[src/hw/rtl/timer_status_interrupt_unit_defines.svh]
// Assertion macros shared by the timer, status and interrupt unit.
// No dependencies; included by the RTL files that carry assertions.
`ifndef TIMER_STATUS_INTERRUPT_UNIT_DEFINES_SVH
`define TIMER_STATUS_INTERRUPT_UNIT_DEFINES_SVH
`ifndef ASSERT_OFF
// Clocked assertion that is switched off while reset is high.
`define ASSERT_CLK_RST(lbl, clk, rst, prop, msg) \
  lbl: assert property (@(posedge clk) disable iff (rst) prop) else $error(msg);
// Clocked assertion that also holds during reset.
`define ASSERT_CLK(lbl, clk, prop, msg) \
  lbl: assert property (@(posedge clk) prop) else $error(msg);
`else
`define ASSERT_CLK_RST(lbl, clk, rst, prop, msg)
`define ASSERT_CLK(lbl, clk, prop, msg)
`endif
`endif

[src/hw/rtl/tsiu_pkg.sv]
// Types and constants of the timer, status and interrupt unit.
// No dependencies; used by the core and the top level.
`timescale 1ns / 1ps
`default_nettype none
package tsiu_pkg;

  // Operation codes of one input item.
  localparam logic [2:0] OP_READ       = 3'd0;
  localparam logic [2:0] OP_READ_CLEAR = 3'd1;
  localparam logic [2:0] OP_COMMAND    = 3'd2;
  localparam logic [2:0] OP_TICK       = 3'd3;
  localparam logic [2:0] OP_FLOPPY     = 3'd4;
  localparam logic [2:0] OP_PRINTER    = 3'd5;

  // Command codes and the range that maps onto peripheral commands.
  localparam logic [7:0] CMD_RESET      = 8'd1;
  localparam logic [7:0] CMD_MODE_FIRST = 8'd2;
  localparam logic [7:0] CMD_MODE_LAST  = 8'd4;
  localparam logic [7:0] CMD_PERI_FIRST = 8'd5;
  localparam logic [7:0] CMD_PERI_LAST  = 8'd12;
  localparam logic [7:0] CMD_PERI_BIAS  = 8'd3;

  // Peripheral command codes on the result.
  localparam logic [3:0] PCMD_NONE  = 4'd0;
  localparam logic [3:0] PCMD_RESET = 4'd1;

  // Floppy interrupt modes.
  localparam logic [2:0] FMODE_NMI  = 3'd2;
  localparam logic [2:0] FMODE_INT  = 3'd3;
  localparam logic [2:0] FMODE_NONE = 3'd4;

  // Tick counters: retrace is active for the first few phases of a period.
  localparam logic [4:0] RETRACE_PERIOD       = 5'd18;
  localparam logic [4:0] RETRACE_ACTIVE_TICKS = 5'd3;
  localparam logic [1:0] TICKS_PER_COUNT      = 2'd3;
  localparam logic [3:0] COUNT_MAX            = 4'hF;

  // Unit state. Status bit 4 is always one and bit 7 always zero, so only
  // the varying status bits are stored.
  typedef struct packed {
    logic [3:0] count;
    logic       floppy_flag;
    logic       retrace_flag;
    logic [2:0] floppy_int_mode;
    logic [1:0] tick_divider;
    logic [4:0] retrace_phase;
    logic       printer_pending;
  } state_t;

  // One input item.
  typedef struct packed {
    logic [2:0] operation;
    logic [7:0] command_byte;
    logic       irq_level;
    logic       cpu_iff1;
  } item_t;

  // One result item.
  typedef struct packed {
    logic [7:0] read_data;
    logic       int_request;
    logic       nmi_request;
    logic [3:0] peripheral_command;
  } result_t;

endpackage
`default_nettype wire

[src/hw/rtl/tsiu_if.sv]
// Valid/ready channel interfaces for the item and result streams.
// No dependencies; instantiated around timer_status_interrupt_unit.
`timescale 1ns / 1ps
`default_nettype none

// Input item channel.
interface tsiu_req_if;
  logic       valid;
  logic       ready;
  logic [2:0] operation;
  logic [7:0] command_byte;
  logic       irq_level;
  logic       cpu_iff1;

  modport source (output valid, operation, command_byte, irq_level, cpu_iff1,
                  input ready);
  modport sink (input valid, operation, command_byte, irq_level, cpu_iff1,
                output ready);
endinterface

// Result item channel.
interface tsiu_rsp_if;
  logic       valid;
  logic       ready;
  logic [7:0] read_data;
  logic       int_request;
  logic       nmi_request;
  logic [3:0] peripheral_command;

  modport source (output valid, read_data, int_request, nmi_request,
                  peripheral_command, input ready);
  modport sink (input valid, read_data, int_request, nmi_request,
                peripheral_command, output ready);
endinterface
`default_nettype wire

[src/hw/rtl/tsiu_core.sv]
// Next-state and result logic for one item of the status/interrupt unit.
// Depends on tsiu_pkg; purely combinational, instantiated by the top level.
`timescale 1ns / 1ps
`default_nettype none
module tsiu_core (
  input  tsiu_pkg::state_t  state,
  input  tsiu_pkg::item_t   item,
  output tsiu_pkg::state_t  state_next,
  output tsiu_pkg::result_t result
);
  import tsiu_pkg::*;

  logic [4:0] phase_inc;
  logic [4:0] phase_new;
  logic [1:0] div_inc;
  logic [3:0] peri_diff;
  logic [7:0] status_now;

  // Status byte as the CPU sees it before this item.
  assign status_now = {1'b0, state.retrace_flag, state.floppy_flag, 1'b1, state.count};

  // Counter increments used by a tick.
  assign phase_inc = state.retrace_phase + 5'd1;
  assign phase_new = (phase_inc >= RETRACE_PERIOD) ? 5'd0 : phase_inc;
  assign div_inc   = state.tick_divider + 2'd1;
  // Only the low nibble matters: peripheral codes run from 2 to 9.
  assign peri_diff = item.command_byte[3:0] - CMD_PERI_BIAS[3:0];

  // Operation decode.
  always_comb begin
    state_next = state;
    result     = '0;
    unique case (item.operation)
      OP_READ: begin
        result.read_data = status_now;
      end
      OP_READ_CLEAR: begin
        result.read_data = status_now;
        state_next.count = 4'd0;
      end
      OP_COMMAND: begin
        if (item.command_byte == CMD_RESET) begin
          result.peripheral_command = PCMD_RESET;
        end else if (item.command_byte >= CMD_PERI_FIRST &&
                     item.command_byte <= CMD_PERI_LAST) begin
          result.peripheral_command = peri_diff;
        end else if (item.command_byte >= CMD_MODE_FIRST &&
                     item.command_byte <= CMD_MODE_LAST) begin
          state_next.floppy_int_mode = item.command_byte[2:0];
        end
      end
      OP_TICK: begin
        state_next.retrace_phase = phase_new;
        state_next.retrace_flag  = (phase_new < RETRACE_ACTIVE_TICKS);
        if (div_inc >= TICKS_PER_COUNT) begin
          // Counting tick: bump the saturating count, raise INT if enabled.
          state_next.tick_divider = 2'd0;
          if (state.count != COUNT_MAX) begin
            state_next.count = state.count + 4'd1;
          end
          result.int_request = item.cpu_iff1;
        end else begin
          // Other ticks forward a pending floppy or printer interrupt.
          state_next.tick_divider = div_inc;
          if (state.floppy_flag) begin
            result.nmi_request = (state.floppy_int_mode == FMODE_NMI);
            result.int_request = (state.floppy_int_mode == FMODE_INT);
          end else begin
            result.int_request = state.printer_pending;
          end
        end
      end
      OP_FLOPPY: begin
        state_next.floppy_flag = item.irq_level;
      end
      OP_PRINTER: begin
        state_next.printer_pending = item.irq_level;
      end
      default: begin
      end
    endcase
  end
endmodule
`default_nettype wire

[src/hw/rtl/timer_status_interrupt_unit.sv]
// Status and interrupt unit of a home computer gate array: the top level.
// One input item (status read, read-and-clear, command write, timer tick,
// floppy or printer interrupt level) is taken per cycle and yields exactly
// one result item in the cycle after its transfer. The whole update is done by
// the core logic between the input handshake and a single output register,
// so the sustained rate is one item per clock; the input is held off only
// while that output register is full and its result is not being taken.
// Depends on tsiu_pkg, tsiu_if and tsiu_core.
`timescale 1ns / 1ps
`default_nettype none
`include "timer_status_interrupt_unit_defines.svh"
module timer_status_interrupt_unit (
  input  wire        clk,
  input  wire        rst,
  tsiu_req_if.sink   req,
  tsiu_rsp_if.source rsp
);
  import tsiu_pkg::*;

  state_t  state;
  state_t  state_next;
  item_t   item;
  result_t result;
  result_t result_reg;
  logic    out_valid;
  logic    req_fire;

  // Input transfer whenever the output register is free or being emptied.
  assign req.ready = !out_valid || rsp.ready;
  assign req_fire  = req.valid && req.ready;

  assign item = '{operation:    req.operation,
                  command_byte: req.command_byte,
                  irq_level:    req.irq_level,
                  cpu_iff1:     req.cpu_iff1};

  tsiu_core u_core (
    .state      (state),
    .item       (item),
    .state_next (state_next),
    .result     (result)
  );

  // Unit state, updated on every input transfer.
  always_ff @(posedge clk) begin
    if (rst) begin
      state.count           <= 4'd0;
      state.floppy_flag     <= 1'b1;
      state.retrace_flag    <= 1'b0;
      state.floppy_int_mode <= FMODE_NONE;
      state.tick_divider    <= 2'd0;
      state.retrace_phase   <= 5'd0;
      state.printer_pending <= 1'b0;
    end else if (req_fire) begin
      state <= state_next;
    end
  end

  // Output register valid flag.
  always_ff @(posedge clk) begin
    if (rst) begin
      out_valid <= 1'b0;
    end else if (req_fire) begin
      out_valid <= 1'b1;
    end else if (rsp.ready) begin
      out_valid <= 1'b0;
    end
  end

  // Output register payload.
  always_ff @(posedge clk) begin
    if (req_fire) begin
      result_reg <= result;
    end
  end

  assign rsp.valid              = out_valid;
  assign rsp.read_data          = result_reg.read_data;
  assign rsp.int_request        = result_reg.int_request;
  assign rsp.nmi_request        = result_reg.nmi_request;
  assign rsp.peripheral_command = result_reg.peripheral_command;

  // The two interrupt pulses never come from the same item.
  `ASSERT_CLK_RST(a_int_nmi_excl, clk, rst, rsp.valid |-> !(rsp.int_request && rsp.nmi_request), "INT and NMI raised together")
  // A command result carries nothing else.
  `ASSERT_CLK_RST(a_cmd_alone, clk, rst, (rsp.valid && rsp.peripheral_command != PCMD_NONE) |-> (rsp.read_data == 8'd0 && !rsp.int_request && !rsp.nmi_request), "command result mixed with other fields")
  // Any status read shows the fixed bit.
  `ASSERT_CLK_RST(a_status_fixed, clk, rst, (rsp.valid && rsp.read_data != 8'd0) |-> rsp.read_data[4], "status read without fixed bit")
  // The retrace phase stays inside its period.
  `ASSERT_CLK_RST(a_phase_range, clk, rst, state.retrace_phase < RETRACE_PERIOD, "retrace phase out of range")
  // A saturated count stays saturated across a tick.
  `ASSERT_CLK_RST(a_count_sat, clk, rst, (req_fire && req.operation == OP_TICK && state.count == COUNT_MAX) |=> (state.count == COUNT_MAX), "count wrapped past saturation")
endmodule
`default_nettype wire
[src/flat_wrapper.sv]
// flat-port wrapper written by rule: the top's interface ports become plain ports
module timer_status_interrupt_unit_flat import tsiu_pkg::*;
  (clk, rst, req_valid, req_operation, req_command_byte, req_irq_level, req_cpu_iff1, req_ready, rsp_valid, rsp_read_data, rsp_int_request, rsp_nmi_request, rsp_peripheral_command, rsp_ready);
  tsiu_req_if req_i ();
  tsiu_rsp_if rsp_i ();
  input  wire clk;
  input  wire rst;
  input wire logic [$bits(req_i.valid)-1:0] req_valid;
  input wire logic [$bits(req_i.operation)-1:0] req_operation;
  input wire logic [$bits(req_i.command_byte)-1:0] req_command_byte;
  input wire logic [$bits(req_i.irq_level)-1:0] req_irq_level;
  input wire logic [$bits(req_i.cpu_iff1)-1:0] req_cpu_iff1;
  output wire logic [$bits(req_i.ready)-1:0] req_ready;
  output wire logic [$bits(rsp_i.valid)-1:0] rsp_valid;
  output wire logic [$bits(rsp_i.read_data)-1:0] rsp_read_data;
  output wire logic [$bits(rsp_i.int_request)-1:0] rsp_int_request;
  output wire logic [$bits(rsp_i.nmi_request)-1:0] rsp_nmi_request;
  output wire logic [$bits(rsp_i.peripheral_command)-1:0] rsp_peripheral_command;
  input wire logic [$bits(rsp_i.ready)-1:0] rsp_ready;
  assign req_i.valid = req_valid;
  assign req_i.operation = req_operation;
  assign req_i.command_byte = req_command_byte;
  assign req_i.irq_level = req_irq_level;
  assign req_i.cpu_iff1 = req_cpu_iff1;
  assign req_ready = req_i.ready;
  assign rsp_valid = rsp_i.valid;
  assign rsp_read_data = rsp_i.read_data;
  assign rsp_int_request = rsp_i.int_request;
  assign rsp_nmi_request = rsp_i.nmi_request;
  assign rsp_peripheral_command = rsp_i.peripheral_command;
  assign rsp_i.ready = rsp_ready;
  timer_status_interrupt_unit u_core (.clk(clk), .rst(rst), .req(req_i), .rsp(rsp_i));
endmodule
[config.mk]
export PLATFORM = sky130hd
export DESIGN_NAME = timer_status_interrupt_unit_flat
export DESIGN_NICKNAME = d
export VERILOG_FILES = /design/src/hw/rtl/tsiu_pkg.sv /design/src/hw/rtl/tsiu_if.sv /design/src/hw/rtl/tsiu_core.sv /design/src/hw/rtl/timer_status_interrupt_unit.sv /design/src/flat_wrapper.sv
export VERILOG_INCLUDE_DIRS = /design/src /design/src/hw/rtl
export SDC_FILE = /design/constraint.sdc
export NUM_CORES = 1
export LEC_CHECK = 0
export ABC_CLOCK_PERIOD_IN_PS = 2000
export BUFFER_PORTS_ARGS = -buffer_cell sky130_fd_sc_hd__buf_2
export CORE_MARGIN = 4
export CORE_UTILIZATION = 56
export CTS_CLUSTER_SIZE = 8
export DETAILED_ROUTE_END_ITERATION = 6
export PLACE_DENSITY = 0.79
export SYNTH_ARGS = -nofsm -noshare
export SYNTH_HDL_FRONTEND = slang
export SYNTH_HIERARCHICAL = 1
export SYNTH_SLANG_ARGS = --single-unit
[constraint.sdc]
create_clock -name clk -period 2 [get_ports clk]
set_clock_uncertainty 0.05 [all_clocks]
set_input_delay 0.4 -clock clk [delete_from_list [all_inputs] [get_ports clk]]
set_output_delay 0.4 -clock clk [all_outputs]
set_load 0.1 [all_outputs]
Word level (Yosys, flattened, before mapping):

Index checks and enable logic that the tools add are counted.

* add/subtract/negate cells: 4
* reductions and logical operators: 16
* order comparisons: 7
* bitwise gates (word level): 5
* equal/unequal tests: 11
* multiplexer cells: 12

Operator list (count)
* equality test 3 x 2 -> 1 bit, second input constant: 4
* two-way mux 5 bit: 2
* equality test 8 x 1 -> 1 bit, second input constant: 1
* >= comparator 8 x 2 -> 1 bit, second input constant: 1
* >= comparator 8 x 3 -> 1 bit, second input constant: 1
* <= comparator 8 x 3 -> 1 bit, second input constant: 1
* <= comparator 8 x 4 -> 1 bit, second input constant: 1
* two-way mux 4 bit: 2
* one-hot mux 4 bit (2 select lines): 1
* equality test 3 bit, second input constant: 2
* two-way mux 1 bit: 6
* AND reduction 2 bit: 3
* OR reduction 3 bit: 2
* adder 5 x 1 -> 5 bit, second input constant: 1
* >= comparator 5 bit, second input constant: 1
* < comparator 5 x 2 -> 1 bit, second input constant: 1
* NOT 1 bit: 5
* AND reduction 5 bit: 1
* adder 4 x 1 -> 4 bit, second input constant: 1
* != test 2 bit, second input constant: 2
* != test 4 bit, second input constant: 1
* AND reduction 4 bit: 1
* nonzero test 2 bit: 2
* subtractor 4 x 2 -> 4 bit, second input constant: 1
* 9 further kinds: 11

* bits in registers: 32
* logic and storage cells: 69
* input bits: 17

Longest topological paths before layout:

* depth in word-level cells: 4
* depth in mapped cells: 8
* mapped depth without buffers: 8

Cells and area by module:

The synthesis kept the hierarchy.

Modules (own cells, without submodules)
* timer_status_interrupt_unit: area each 1266.2 sq um, cells each 97, seq. area each 780.7 sq um, times used 1
* tsiu_core: area each 808.3 sq um, cells each 117, seq. area each 0.0 sq um, times used 1

Worst setup path before layout:

OpenSTA, ideal clock, no wires.

* kind: register -> output
* from: register u_core.out_valid (netlist: u_core/rsp.valid)
* to: output port req_ready
* stages on the path, launching flop included: 4
* required time: 1550 ps
* arrival time: 1496 ps
* buffers on the path: 2
* setup slack: 54 ps
* path through: dfxtp_1 > nand2b_4 > buf_6 > buf_2

* longest elaborated chain between the ends: 2

Ends and longest elaborated chain
* from (decl): line timer_status_interrupt_unit.sv:25 `logic out_valid;`
* from (signal assigned): line timer_status_interrupt_unit.sv:62 `out_valid <= 1'b0;`
* from (signal assigned): line timer_status_interrupt_unit.sv:64 `out_valid <= 1'b1;`
* from (signal assigned): line timer_status_interrupt_unit.sv:66 `out_valid <= 1'b0;`
* logical NOT 1 bit: line timer_status_interrupt_unit.sv:29 `assign req.ready = !out_valid || rsp.ready;`
* logical OR 1 bit: line timer_status_interrupt_unit.sv:29
* to (decl): line flat_wrapper.sv:13 `output wire logic [$bits(req_i.ready)-1:0] req_ready;`

No other way between the ends.

Worst setup path after layout:

* from: input port req_command_byte[1]
* to: register, netlist name u_core/state[10]

* longest elaborated chain between the ends: 4

Ends and longest elaborated chain
* from (decl): line flat_wrapper.sv:10 `input wire logic [$bits(req_i.command_byte)-1:0] req_command_byte;`
* >= comparator 8 x 3 -> 1 bit / <= comparator 8 x 4 -> 1 bit (equally long branches): line tsiu_core.sv:44, tsiu_core.sv:45
* logical AND 1 bit: line tsiu_core.sv:44 `end else if (item.command_byte >= CMD_PERI_FIRST &&`
* NOT 1 bit (no source line)
* AND reduction 5 bit (no source line) (*)

Every way passes the cells marked *; elsewhere a longest branch is shown, timed or not.
A chain may end at the register's enable or synchronous reset.

==> run metrics <==
register area 780.7 um2; Total Nets Final 274; routed wire length between 3000 and 4000 um; Core Rows 21; largest voltage drop on the vdd net between 0.5 and 0.6 mV; number of global-route vias before repair 1498; list of most frequent post-synthesis cells nand3_1, dfxtp_1, nor2_1; leakage power of the design ~0.93 nW; post-placement worst setup slack -94.49 ps; Slew Limit Headroom 66.49%; Fmax ~560 MHz; signal arrival time at the worst endpoint 1900 ps; instance count after placement with tap cells included 290; area taken by multi-input logic gates 1165 um2; Post-Syn Area 2074 um2; type of the worst min-delay path input port to flop; top-level port count 33; Antenna Nets Post-Route 0; Reg2Reg Depth 7; cell type of the slowest stage on the worst timing path or3b_2; sequential-to-total area share from yosys stat 37.64%; Ys Warns 6; synth-to-layout area growth 15.02%; power density cells 608.0 nW/um2; average instance area after synthesis 9.694 um2; fraction of layout cells with a size suffix above 1 between 30% and 40%; fraction of power consumed by the clock network 32.0%; commonest register cell after synthesis dfxtp_1; count of flip-flops with a built-in enable after synthesis 14; number of H-tree branching levels 2; RSZ-0062 raised after global routing false; number of remaining DRC errors 0; setup-violating endpoint count in the final report 0; critical path cell sequence buf_2 > inv_1 > ha_1 > or3b_2 > nand3_1 > or3_4 > mux2_4 > nor2_1 > mux2i_1; cell type contributing the most total cell area after synthesis edfxtp_1; TritonCTS clock tree done; sink count of the clock tree 32; Int Power approximately 1.0 mW; fraction of the cycle the final worst path needs ~89%; post-placement cell area 2306 um2; clock insertion delay at the later pin of the skew report approximately 290 ps; Final Hold Violating Endpoints 0; largest net degree at the start of global routing 34; final cell count without fillers between 200 and 300; portion of total power attributed to combinational logic 19.1%; top-count cell post-synth nand3_1; pins over their slew limit 0; share of the synthesized area in the top cell type between 20% and 30%; Die ar. approximately 4700 um2; nature of the critical path endpoint flop; total gr overflow 0; share of async-settable or async-resettable flops after synthesis 0%; height of the die between 60 and 70 um; maximum net fanout on the critical path 3; sequential power share 48.8%; vias post-DR 1650; effective utilization at floorplan 59.81%; number of buffers between clock root and the deepest sink 2; antenna cell count 0; #FFs+latches synth 32; power after layout 1.451 mW; leading cell types by total area after synthesis edfxtp_1, dfxtp_1, a21bo_1, a21oi_2, nand3_1; clock root buffer clkbuf_8; number of library cell types mapped by synthesis between 50 and 60; worst setup margin 212.5 ps; switching part of the total power 30.12%; number of max-cap violations 0; synthesized netlist cell count 214; global placer's final weighted congestion 0.8467; core outline area around 3500 um2; hold-critical path depth 3; Data required, critical path 2120 ps; number of input and output port buffers inserted 32; switching power roughly 0.44 mW; filler cell count in the final layout a little under 300; Post-CTS Hold Buffers 0; average routed wire per standard cell 13.36 um; initial antenna violation count 0; number of buffers inserted during clock tree synthesis 5; die span in x 68.87 um; Setup crit start kind input port; Hold Worst Slack 403.2 ps; CTS clk-pin slew, worst paths about 60 ps; outcome complete, no violations; worst-margin pin slew 502.6 ps; DR vias/cell 5.537; category of the critical setup timing path input port to flop; max incr delay on CP 450 ps; post-route standard cell area excluding fillers 2386 um2; wire length of the first global-routing pass 6589 um; nets in the synthesized netlist 237; end-of-flow core utilization 68.80%; Post-DP HPWL 2810 um; final critical-path required period 1788 ps; DR pass1 iterations 4; TNS Setup 0 ps; DRC marker count from the first detailed-route iteration 66; total global-route track usage 18.97%
## cells in the final DEF (no fill, tap or decap), drive strengths merged, types with 3 or more instances in the layout
| master | count |
|---|---|
| buf | 46 |
| nand3 | 21 |
| a21oi | 21 |
| dfxtp | 18 |
| nor2 | 16 |
| a21bo | 15 |
| edfxtp | 14 |
| o21ai | 9 |
| nand2 | 7 |
| and2 | 7 |
| clkbuf | 7 |
| inv | 6 |
| ha | 6 |
| nand2b | 6 |
| mux2 | 5 |
| mux2i | 3 |
| nor3 | 3 |
| xor2 | 3 |
| a22o | 3 |
| xnor2 | 3 |
## kinds of logic (layout without fill, tap and decap cells)
group	after synthesis	in the layout	synth area share, %
AO/OA/AOI/OAI	60	60	22.80
XOR/XNOR	6	6	2.534
adder cells (fa/ha/maj)	6	6	3.619
buffers and inverters	22	60	6.212
flip-flops	32	32	37.64
multiplexers	8	8	4.704
other	1	1	0.1808
AND/OR/NAND/NOR	79	79	22.32
## final timing paths
| path | start | endpoint | slack [ps] |
|---|---|---|---|
| hold reg to reg | u_core/state[10] | u_core/state[10] | 500 |
| setup / recovery | req_command_byte[1] | u_core/state[10] | 210 |
| hold / removal | req_cpu_iff1 | u_core/rsp.int_request | 400 |
| setup reg to reg | u_core/state[1] | u_core/state[11] | 250 |
## flip-flops by register name (all words and copies together), names as in the netlist
name,flops
u_core/rsp.valid,1
u_core/rsp.nmi_request,1
u_core/state,17
u_core/rsp.read_data,8
u_core/rsp.peripheral_command,4
u_core/rsp.int_request,1
## worst max-delay path, delay by kind of cell
family	cells	cell delay, ps
and+or+nand+nor	4	810
buffers and inverters	2	170
adders and majority gates	1	150
muxes	2	370
## metal layers
layer	GRT usage (%)	up-vias	wire, um
met3	4.538	9	173
met2	30.95	29	1985
li1	-	838	-
met4	9.732	0	97
met5	0	-	0
met1	23.16	774	1724
## power by group through the flow
stage | registers, mW | clock network (mW) | logic (mW)
after floorplan | 0.837 | 0 | 0.103
after global routing | 0.711 | 0.505 | 0.296
final | 0.709 | 0.465 | 0.278
after CTS | 0.709 | 0.471 | 0.278
after global placement | 0.722 | 0 | 0.274
after detailed placement | 0.723 | 0 | 0.277
## cell type report
type	count	area share, %
Multi-Input combinational cell	160	48.82
Sequential cell	32	32.72
Timing Repair Buffer	46	11.75
Clock buffer	7	3.199
Tap cell	46	2.412
Inverter	6	0.9439
Clock inverter	1	0.1573
## repair_timing
action,CTS,global route
resized for setup,0,1
setup buffers,0,0
setup endpoints to repair,0,1
(Power assumes the default switching activity.)
